[config.mk]
export PLATFORM = sky130hd
export DESIGN_NAME = sorted_timer_queue
export DESIGN_NICKNAME = d
export VERILOG_FILES = /design/src/stq_pkg.sv /design/src/stq_out_reg.sv /design/src/stq_core.sv /design/src/sorted_timer_queue.sv
export SDC_FILE = /design/constraint.sdc
export NUM_CORES = 2
export LEC_CHECK = 0
export ABC_CLOCK_PERIOD_IN_PS = 8900
export BUFFER_PORTS_ARGS = -buffer_cell sky130_fd_sc_hd__buf_2
export CORE_UTILIZATION = 50
export CTS_BUF_LIST = sky130_fd_sc_hd__clkbuf_4
export DETAILED_ROUTE_END_ITERATION = 8
export GPL_ROUTABILITY_DRIVEN = 0
export HOLD_SLACK_MARGIN = 0.15
export PLACE_DENSITY = 0.67
export SLEW_MARGIN = 20
export SYNTH_ARGS = -nofsm -noshare
export SYNTH_HDL_FRONTEND = slang
export SYNTH_SLANG_ARGS = --single-unit
[constraint.sdc]
create_clock -name clk -period 8.9 [get_ports clk]
set_input_delay 1.335 -clock clk [delete_from_list [all_inputs] [get_ports clk]]
set_output_delay 1.335 -clock clk [all_outputs]
set_load 0.02 [all_outputs]
[src/stq_pkg.sv]
`default_nettype none
// ----------------------------------------------------------------------------
// stq_pkg: shared types and constants for the sorted timer queue
// Opcodes, result kinds, slot states and default sizes.
// ----------------------------------------------------------------------------
package stq_pkg;

  localparam int unsigned DefSlots = 32;
  localparam int unsigned MaxResults = 32;
  localparam logic [31:0] NearestNone = 32'hffff_ffff;

  typedef enum logic [2:0] {
    OP_ALLOC   = 3'd0,
    OP_FREE    = 3'd1,
    OP_INIT    = 3'd2,
    OP_SETTIME = 3'd3,
    OP_TICK    = 3'd4
  } opcode_t;

  typedef enum logic [1:0] {
    KIND_GRANT  = 2'd0,
    KIND_FAIL   = 2'd1,
    KIND_EXPIRY = 2'd2,
    KIND_MISUSE = 2'd3
  } kind_t;

  localparam logic [1:0] ST_FREE  = 2'd0;
  localparam logic [1:0] ST_ALLOC = 2'd1;
  localparam logic [1:0] ST_RUN   = 2'd2;

  // One result beat handed from the sequencer to the output register.
  typedef struct packed {
    logic [1:0]  kind;
    logic [4:0]  slot;
    logic [7:0]  queue;
    logic [31:0] data;
    logic        last;
  } result_t;

endpackage
`default_nettype wire

[src/stq_out_reg.sv]
`default_nettype none
// ----------------------------------------------------------------------------
// stq_out_reg: output register for result beats
// Holds one result beat until the receiver takes it.
// ----------------------------------------------------------------------------
module stq_out_reg
  import stq_pkg::*;
(
  input  wire logic    clk,
  input  wire logic    rst,
  input  wire logic    push,
  input  wire result_t din,
  output logic         full,
  output logic         out_valid,
  input  wire logic    out_stall,
  output result_t      dout
);

  // Load on push, drop when taken
  always_ff @(posedge clk) begin
    if (rst) begin
      full <= 1'b0;
    end else if (push) begin
      full <= 1'b1;
    end else if (full && !out_stall) begin
      full <= 1'b0;
    end
  end

  always_ff @(posedge clk) begin
    if (push) begin
      dout <= din;
    end
  end

  assign out_valid = full;

  // Never overwrite a beat still waiting
  a_no_overwrite: assert property (@(posedge clk) disable iff (rst)
    push |-> !full || !out_stall)
    else $error("result overwritten");

endmodule
`default_nettype wire

[src/stq_core.sv]
`default_nettype none
// ----------------------------------------------------------------------------
// stq_core: timer slot store and list sequencer
// Keeps slot records in synchronous memories and walks the deadline list
// one link per read for insertion and expiry.
// ----------------------------------------------------------------------------
module stq_core
  import stq_pkg::*;
#(
  parameter int unsigned SLOTS = DefSlots
) (
  input  wire logic        clk,
  input  wire logic        rst,
  input  wire logic        in_valid,
  output logic             in_stall,
  input  wire logic [2:0]  opcode,
  input  wire logic [4:0]  slot,
  input  wire logic [7:0]  queue_id,
  input  wire logic [31:0] payload,
  input  wire logic [31:0] delay,
  output logic             push,
  output result_t          res,
  input  wire logic        res_full
);

  localparam int unsigned SW = $clog2(SLOTS);
  localparam int unsigned LW = SW + 1;
  localparam logic [LW-1:0] NIL = LW'(SLOTS);
  localparam int unsigned CW = $clog2(MaxResults + 1);

  typedef enum logic [3:0] {
    S_IDLE, S_ALLOC, S_INS_RD, S_INS_CHK, S_INS_LNK, S_INS_LNK2,
    S_EXP_RD, S_EXP_CHK, S_EXP_END, S_WAIT
  } state_t;

  // Slot record memories
  logic [31:0]   deadline_mem [SLOTS];
  logic [7:0]    queue_mem    [SLOTS];
  logic [31:0]   data_mem     [SLOTS];
  logic [LW-1:0] link_mem     [SLOTS];
  logic [1:0]    status       [SLOTS];

  state_t        state;
  logic [LW-1:0] head;
  logic [31:0]   nearest;
  logic [31:0]   tick_count;
  logic [LW-1:0] cur;
  logic [LW-1:0] prev;
  logic [SW-1:0] tgt;
  logic [31:0]   due;
  logic [SW:0]   scan;
  logic [CW-1:0] n_out;
  result_t       hold;
  logic          hold_v;
  logic [31:0]   rd_dl;
  logic [7:0]    rd_q;
  logic [31:0]   rd_d;
  logic [LW-1:0] rd_lnk;
  logic [SW-1:0] rd_addr;
  logic          rd_en;
  logic          ln_we;
  logic [SW-1:0] ln_addr;
  logic [LW-1:0] ln_val;
  logic          hit;
  logic [31:0]   tick_next;
  logic          acc;
  logic          run_hit;
  logic          exp_due;
  logic          res_room;
  logic          alloc_done;
  logic          push_next;

  assign hit = (SLOTS >= 32) || (32'(slot) < SLOTS);
  assign tick_next = tick_count + 32'd1;

  // Registered reads of the slot records
  always_ff @(posedge clk) begin
    if (rd_en) begin
      rd_dl  <= deadline_mem[rd_addr];
      rd_q   <= queue_mem[rd_addr];
      rd_d   <= data_mem[rd_addr];
      rd_lnk <= link_mem[rd_addr];
    end
  end

  // Record writes
  always_ff @(posedge clk) begin
    if (state == S_IDLE && in_valid && !in_stall && hit && opcode == OP_INIT) begin
      queue_mem[SW'(slot)] <= queue_id;
      data_mem[SW'(slot)]  <= payload;
    end
    if (state == S_INS_LNK) begin
      deadline_mem[tgt] <= due;
    end
    if (ln_we) begin
      link_mem[ln_addr] <= ln_val;
    end
  end

  // Read address and link writes: own link first, then the predecessor
  always_comb begin
    rd_en   = (state == S_INS_RD) || (state == S_EXP_RD);
    rd_addr = cur[SW-1:0];
    ln_we   = (state == S_INS_LNK) || (state == S_INS_LNK2);
    ln_addr = (state == S_INS_LNK2) ? prev[SW-1:0] : tgt;
    ln_val  = (state == S_INS_LNK2) ? LW'(tgt) : cur;
  end

  // Decide when a result beat goes to the output register
  always_comb begin
    acc        = (state == S_IDLE) && in_valid && !in_stall;
    run_hit    = hit && (status[SW'(slot)] == ST_RUN);
    exp_due    = (n_out != CW'(MaxResults)) && (rd_dl <= tick_count);
    res_room   = !res_full && !push;
    alloc_done = (status[scan[SW-1:0]] == ST_FREE) || (scan == (SW+1)'(SLOTS - 1));
    push_next  = (acc && run_hit && (opcode == OP_FREE || opcode == OP_SETTIME)) ||
                 (state == S_ALLOC && alloc_done) ||
                 (state == S_EXP_CHK && exp_due && hold_v && res_room) ||
                 (state == S_EXP_END && hold_v && res_room);
  end

  // Sequencer
  always_ff @(posedge clk) begin
    if (rst) begin
      state      <= S_IDLE;
      head       <= NIL;
      nearest    <= NearestNone;
      tick_count <= '0;
      push       <= 1'b0;
      hold_v     <= 1'b0;
      for (int i = 0; i < int'(SLOTS); i++) status[i] <= ST_FREE;
    end else begin
      push <= push_next;
      unique case (state)
        S_IDLE: begin
          if (in_valid && !in_stall) begin
            tgt <= SW'(slot);
            unique case (opcode)
              OP_ALLOC: begin
                scan  <= '0;
                state <= S_ALLOC;
              end
              OP_FREE: if (hit) begin
                if (run_hit) begin
                  res   <= '{KIND_MISUSE, slot, 8'd0, 32'd0, 1'b1};
                  state <= S_WAIT;
                end else begin
                  status[SW'(slot)] <= ST_FREE;
                end
              end
              OP_SETTIME: if (hit) begin
                if (run_hit) begin
                  res   <= '{KIND_MISUSE, slot, 8'd0, 32'd0, 1'b1};
                  state <= S_WAIT;
                end else begin
                  status[SW'(slot)] <= ST_RUN;
                  due   <= delay + tick_count;
                  cur   <= head;
                  prev  <= NIL;
                  scan  <= '0;
                  state <= S_INS_RD;
                end
              end
              OP_TICK: begin
                tick_count <= tick_next;
                if (nearest <= tick_next) begin
                  cur   <= head;
                  n_out <= '0;
                  state <= S_EXP_RD;
                end
              end
              default: ;
            endcase
          end
        end
        // Find lowest free slot, one per cycle
        S_ALLOC: begin
          if (status[scan[SW-1:0]] == ST_FREE) begin
            status[scan[SW-1:0]] <= ST_ALLOC;
            res   <= '{KIND_GRANT, 5'(scan), 8'd0, 32'd0, 1'b1};
            state <= S_WAIT;
          end else if (scan == (SW+1)'(SLOTS - 1)) begin
            res   <= '{KIND_FAIL, 5'd0, 8'd0, 32'd0, 1'b1};
            state <= S_WAIT;
          end else begin
            scan <= scan + 1'b1;
          end
        end
        // Walk list for insertion point
        S_INS_RD: begin
          if (cur == NIL || scan == (SW+1)'(SLOTS)) state <= S_INS_LNK;
          else state <= S_INS_CHK;
        end
        S_INS_CHK: begin
          if (rd_dl < due) begin
            prev  <= cur;
            cur   <= rd_lnk;
            scan  <= scan + 1'b1;
            state <= S_INS_RD;
          end else begin
            state <= S_INS_LNK;
          end
        end
        // Link the new entry, then its predecessor unless it becomes head
        S_INS_LNK: begin
          if (prev == NIL) begin
            head    <= LW'(tgt);
            nearest <= due;
            state   <= S_IDLE;
          end else begin
            state <= S_INS_LNK2;
          end
        end
        S_INS_LNK2: begin
          state <= S_IDLE;
        end
        // Expiry walk; hold each beat until the next entry tells if it is last
        S_EXP_RD: begin
          if (cur == NIL) begin
            head    <= NIL;
            nearest <= NearestNone;
            state   <= S_EXP_END;
          end else begin
            state <= S_EXP_CHK;
          end
        end
        S_EXP_CHK: begin
          if (!exp_due) begin
            head    <= cur;
            nearest <= rd_dl;
            state   <= S_EXP_END;
          end else if (!hold_v || res_room) begin
            if (hold_v) res <= hold;
            hold   <= '{KIND_EXPIRY, 5'(cur), rd_q, rd_d, 1'b0};
            hold_v <= 1'b1;
            status[cur[SW-1:0]] <= ST_ALLOC;
            n_out  <= n_out + 1'b1;
            cur    <= rd_lnk;
            state  <= S_EXP_RD;
          end
        end
        // Send the held beat marked last, if any
        S_EXP_END: begin
          if (!hold_v) begin
            state <= S_IDLE;
          end else if (res_room) begin
            res    <= '{hold.kind, hold.slot, hold.queue, hold.data, 1'b1};
            hold_v <= 1'b0;
            state  <= S_WAIT;
          end
        end
        S_WAIT: begin
          if (!res_full && !push) state <= S_IDLE;
        end
        default: state <= S_IDLE;
      endcase
    end
  end

  assign in_stall = (state != S_IDLE) || res_full;

  // Busy sequencer always holds off the input
  a_busy_stall: assert property (@(posedge clk) disable iff (rst)
    (state != S_IDLE) |-> in_stall)
    else $error("input not stalled while busy");

  // Push only into an empty output register
  a_push_room: assert property (@(posedge clk) disable iff (rst)
    push |-> !res_full)
    else $error("push into full output register");

  // Head is a slot or the empty mark
  a_head_range: assert property (@(posedge clk) disable iff (rst)
    head <= NIL)
    else $error("head out of range");

  // No beat left behind when idle
  a_idle_empty: assert property (@(posedge clk) disable iff (rst)
    (state == S_IDLE) |-> !hold_v)
    else $error("held beat left in idle");

endmodule
`default_nettype wire

[src/sorted_timer_queue.sv]
`default_nettype none
// ----------------------------------------------------------------------------
// sorted_timer_queue: timer slot pool with a deadline-ordered list
// ----------------------------------------------------------------------------
// Input channel: in_valid/in_stall, one beat carries opcode, slot, queue_id,
// payload and delay. Result channel: out_valid/out_stall, one beat carries
// kind, out_slot, out_queue, out_data and last (set on the final beat of an
// input). Items are handled one at a time; in_stall stays high while busy.
// Init, plain free, unused opcodes and a tick with nothing due finish in the
// idle state, so such beats can follow back to back. Alloc: slots are scanned
// upward from slot 0; the lowest free slot is granted, else a failure result
// is given. Misuse: the result is registered in the sequencer and then in the
// output register. Settime: the walk reads each listed entry with an earlier
// deadline, then links the new entry and, unless it becomes head, its
// predecessor. Tick with due timers: the walk reads each list entry in turn
// and holds each due beat until the next entry shows whether it is last.
// After a result the input stays stalled until the last beat is taken and the
// sequencer is back in idle. A receiver stall holds the beat in the output
// register and pauses the walk. Reset empties the list, frees all slots and
// clears count.
// ----------------------------------------------------------------------------
module sorted_timer_queue
  import stq_pkg::*;
#(
  parameter int unsigned SLOTS = DefSlots
) (
  input  wire logic        clk,
  input  wire logic        rst,
  input  wire logic        in_valid,
  output logic             in_stall,
  input  wire logic [2:0]  opcode,
  input  wire logic [4:0]  slot,
  input  wire logic [7:0]  queue_id,
  input  wire logic [31:0] payload,
  input  wire logic [31:0] delay,
  output logic             out_valid,
  input  wire logic        out_stall,
  output logic [1:0]       kind,
  output logic [4:0]       out_slot,
  output logic [7:0]       out_queue,
  output logic [31:0]      out_data,
  output logic             last
);
  logic    push, full;
  result_t res, dout;

  stq_core #(.SLOTS(SLOTS)) u_core (
    .clk, .rst, .in_valid, .in_stall, .opcode, .slot, .queue_id, .payload,
    .delay, .push, .res, .res_full(full)
  );

  stq_out_reg u_out (
    .clk, .rst, .push, .din(res), .full, .out_valid, .out_stall, .dout
  );

  assign kind = dout.kind;
  assign out_slot = dout.slot;
  assign out_queue = dout.queue;
  assign out_data = dout.data;
  assign last = dout.last;
endmodule
`default_nettype wire
==> summary.md <==
| Metric | Value |
|---|---|
| Outcome | finished, final reports clean |
| Core area | 0.230 mm² |
| Slew Viols, Final | 0 |
| Post-synthesis mux area share | 16.6% |
| CTS sink cnt | 2922 |
| Crit path max fanout | 8 |
| Syn nets | 5726 |
| Leak | 42.0 nW |
| Fill count | 17100 |
| Largest net degree at the start of global routing | 125 |
| CTS Buf Count | 732 |
| CTS clk-pin slew, worst paths | 60 ps |
| Post-cts resize count | 0 |
| Path depth of the worst reg2reg path | 17 |
| F_max | 183 MHz |
| DIE WIDTH | 483 µm |
| Compound-cell area share of the yosys netlist | 2.25% |
| Share of the yosys chip area belonging to registers | 75.0% |
| Crit share post-route | 61.4% |
| Die area | 0.234 mm² |
| Reg-to-Reg End | u_core.state[0] |
| Initial core utilization | 50.3% |
| Critical path endpoint category | register |
| Startpoint Class | register |
| I/O Pins | 134 |
| Slowest-stage cell, CP | nor4_1 |
| Antenna violations before repair | 19 |
| RSZ-0062 raised after global routing | false |
| Vias in the first global route | 61100 |
| Vias | 59700 |
| Synthesized area per cell | 21.0 µm² |
| Final number of setup-violating endpoints | 0 |
| Ys flop type | edfxtp_1 |
| Area growth, synth to finish | 12.5% |
| Tmin final | 5460 ps |
| 1st-iter DRT viols | 6660 |
| Cells after synthesis | 5510 |
| Hold path startpoint | delay[0] |
| Die H | 483 µm |
| Post-Synth XOR/XNOR Area | 0.643% |
| Post-DRT Antenna Nets | 0 |
| Root Driver | clkbuf_4 |
| Wire per inst | 28.7 µm |
| Worst-Margin Slew | 1180 ps |
| CTS tree | built |
| Setup Skew | 127 ps |
| PD cells | 216 mW/mm² |
| Hold WC Path Type | input pin to register |
| Most common cell after layout, fill and taps aside | edfxtp_1 |
| Distinct cells, synth | 82 |
| Arrival @ worst endpoint | 6710 ps |
| Detail Placement HPWL | 145000 µm |
| Post-synth EDFFs | 2840 |
| Worst R2R Setup Slack | 3440 ps |
| Routed wire length | 282000 µm |
| CTS Buffer Depth | 4 |
| GRT Resource Usage Total | 24.1% |
| Gr ovfl total | 0 |
| Final core occ | 56.6% |
| Synth Area in Simple Gates | 2.84% |
| FF-to-FF Start | u_core.tick_count[0] |
| Yosys reg bits | 2922 |
| Rows | 176 |
| Crit-path max cell delay | 840 ps |
| DRT Pass-1 Iters | 6 |
| Post-synth ARST share | 0% |
| Drt drc | 0 |
| Critical path class | register to register |
| Htree depth | 6 |
| Fin nets | 6474 |
| Most frequent cells in the layout | 2840 x edfxtp_1, 1049 x clkbuf_4, 791 x mux4_2 |
| Post-synthesis adder-cell area fraction | 1.43% |
| Hold EP | u_core.due[0] |
| Largest family of logic cells by synthesized area | multiplexers |
| Setup_tns | 0 ps |
| Global-route wire length before repair | 408000 µm |
| Hold Fails Final Rpt | 0 |
| Ys Warns | 0 |
| Worst path cell trace | ha_1 -> nand3_1 -> nor3_1 -> and3_1 -> nand3_1 -> nor4_1 -> nand2_1 -> xnor2_1 -> ha_1 -> nand2_1 -> nor2_1 -> a211o_1 -> o221ai_1 -> a31o_2 -> nor3_1 -> or4b_4 -> mux2_4 |
| Clock Latency Late Sink | 1470 ps |
| Max-cap viol count | 0 |
| PortBufs | 133 |
| Vias per cell | 6.09 |
| Mapped Area | 0.116 mm² |
| CP required | 10150 ps |
| VDD IR max | 0.000133 V |
| Fraction of layout cells with a size suffix above 1 | 35.1% |
| Worst hold stages | 2 |
| Worst slew margin | 21.5% |
timing repair:
action	4_1_cts	5_1_grt
hold buffers	1	0
setup buffers	0	0
endpoints found under the hold margin	1	0
synth_stat cells (7+ instances only):
| library cell | instances | area share, % |
|---|---|---|
| nor3_1 | 34 | 0.15 |
| clkbuf_1 | 176 | 0.57 |
| o21a_1 | 11 | 0.071 |
| buf_2 | 11 | 0.048 |
| a211oi_1 | 7 | 0.045 |
| dfxtp_1 | 82 | 1.4 |
| ha_1 | 131 | 1.4 |
| o21ai_0 | 76 | 0.33 |
| xnor2_1 | 74 | 0.56 |
| o211ai_1 | 48 | 0.31 |
| a21o_1 | 29 | 0.19 |
| edfxtp_1 | 2840 | 74 |
| or2_2 | 10 | 0.054 |
| xor2_1 | 11 | 0.083 |
| mux2_2 | 97 | 0.94 |
| or3_1 | 27 | 0.15 |
| a221oi_1 | 9 | 0.068 |
| buf_1 | 74 | 0.24 |
| nor2b_1 | 57 | 0.31 |
| nor4_1 | 12 | 0.065 |
| nand3_1 | 39 | 0.17 |
| nand4_1 | 35 | 0.19 |
| mux4_2 | 791 | 15 |
| nand3b_1 | 7 | 0.045 |
| nand2_1 | 139 | 0.45 |
| nor2_1 | 281 | 0.91 |
| mux2i_1 | 26 | 0.22 |
| o22ai_1 | 50 | 0.27 |
| a21oi_1 | 87 | 0.38 |
| inv_1 | 93 | 0.30 |
| a31oi_1 | 11 | 0.059 |
| a2111oi_0 | 7 | 0.053 |
| nand2b_1 | 16 | 0.086 |
| and3_1 | 11 | 0.059 |
| a22oi_1 | 8 | 0.052 |
how the worst max path moves through the flow:
stage               cells past startpoint  slack (ps)                 start               to
global route                           17        3130  u_core.tick_count[0]  u_core.state[0]
detailed placement                     17        3520  u_core.tick_count[0]  u_core.state[0]
global placement                       18        3560  u_core.tick_count[0]  u_core.state[0]
CTS                                    17        3480  u_core.tick_count[0]  u_core.state[0]
floorplan                               6        1760               slot[0]    u_core.res[0]
finish                                 17        3440  u_core.tick_count[0]  u_core.state[0]
stage by stage:
step           std cells  hold WS [ps]  setup slack, ps  instance area [µm²]  power, W
2_1_floorplan       5510           400             1760               116000    0.0167
3_3_place_gp        8529           402             3560               121000    0.0173
3_5_place_dp        8530           405             3520               121000    0.0173
4_1_cts             9773           173             3480               130000    0.0284
5_1_grt             9803           217             3130               130000    0.0292
6_report            9808           339             3440               130000    0.0282
critical path, delay by kind of cell (launching register included):
kind	cells	cell delay [ps]
xor+xnor	1	160
simple gates	10	3010
fa+ha+maj	2	570
flops	1	480
mux	1	310
compound gates	3	770
final cells by class:
type                    instances  area, µm²  share of cell area [%]
repair buffers                279       2070                    1.59
well taps                    3026       3790                    2.90
clock buffers                1049       7880                    6.04
multi-input cells            2227      28100                    21.5
flip-flops and latches       2922      86900                    66.7
clock inverters               193       1190                   0.915
diodes                         16       40.0                  0.0307
inverters                      96        362                   0.277
state kept, by name, summed over array words and instances, names as in the netlist, 8 cells and up, named ones only:
register and count:
u_core.link_mem 192, u_core.deadline_mem 1024, u_core.data_mem 1024, u_core.rd_d 32, u_core.rd_dl 32, u_core.due 32, u_core.rd_q 8, u_core.res 48
u_core.tick_count 32, u_core.status 64, u_core.nearest 32, u_out.dout 48, u_core.hold 45, u_core.queue_mem 256
metal layers:
layer,part of all wire (%),track usage (%),vias to the layer above
li1,-,-,24900
met1,40,33.8,31200
met2,48,37.6,3112
met3,9.7,5.62,499
met4,2.3,7.61,14
met5,0.032,0,-
power by group:
| part | internal, W | switching, W | leakage [nW] |
|---|---|---|---|
| clock | 0.00582 | 0.00528 | 5.37 |
| combinational | 0.000714 | 0.00101 | 10.4 |
| sequential | 0.0152 | 0.000132 | 26.3 |
kinds of logic (layout without fill, tap and decap cells):
kind of cell	count (synthesis)	count (layout)
flops	2922	2922
simple gates	696	696
fa+ha+maj	132	132
compound gates	396	396
mux	918	918
buf+inv	361	1617
other cells	0	16
xor+xnor	85	85
Power figures use the tool's default switching activity.
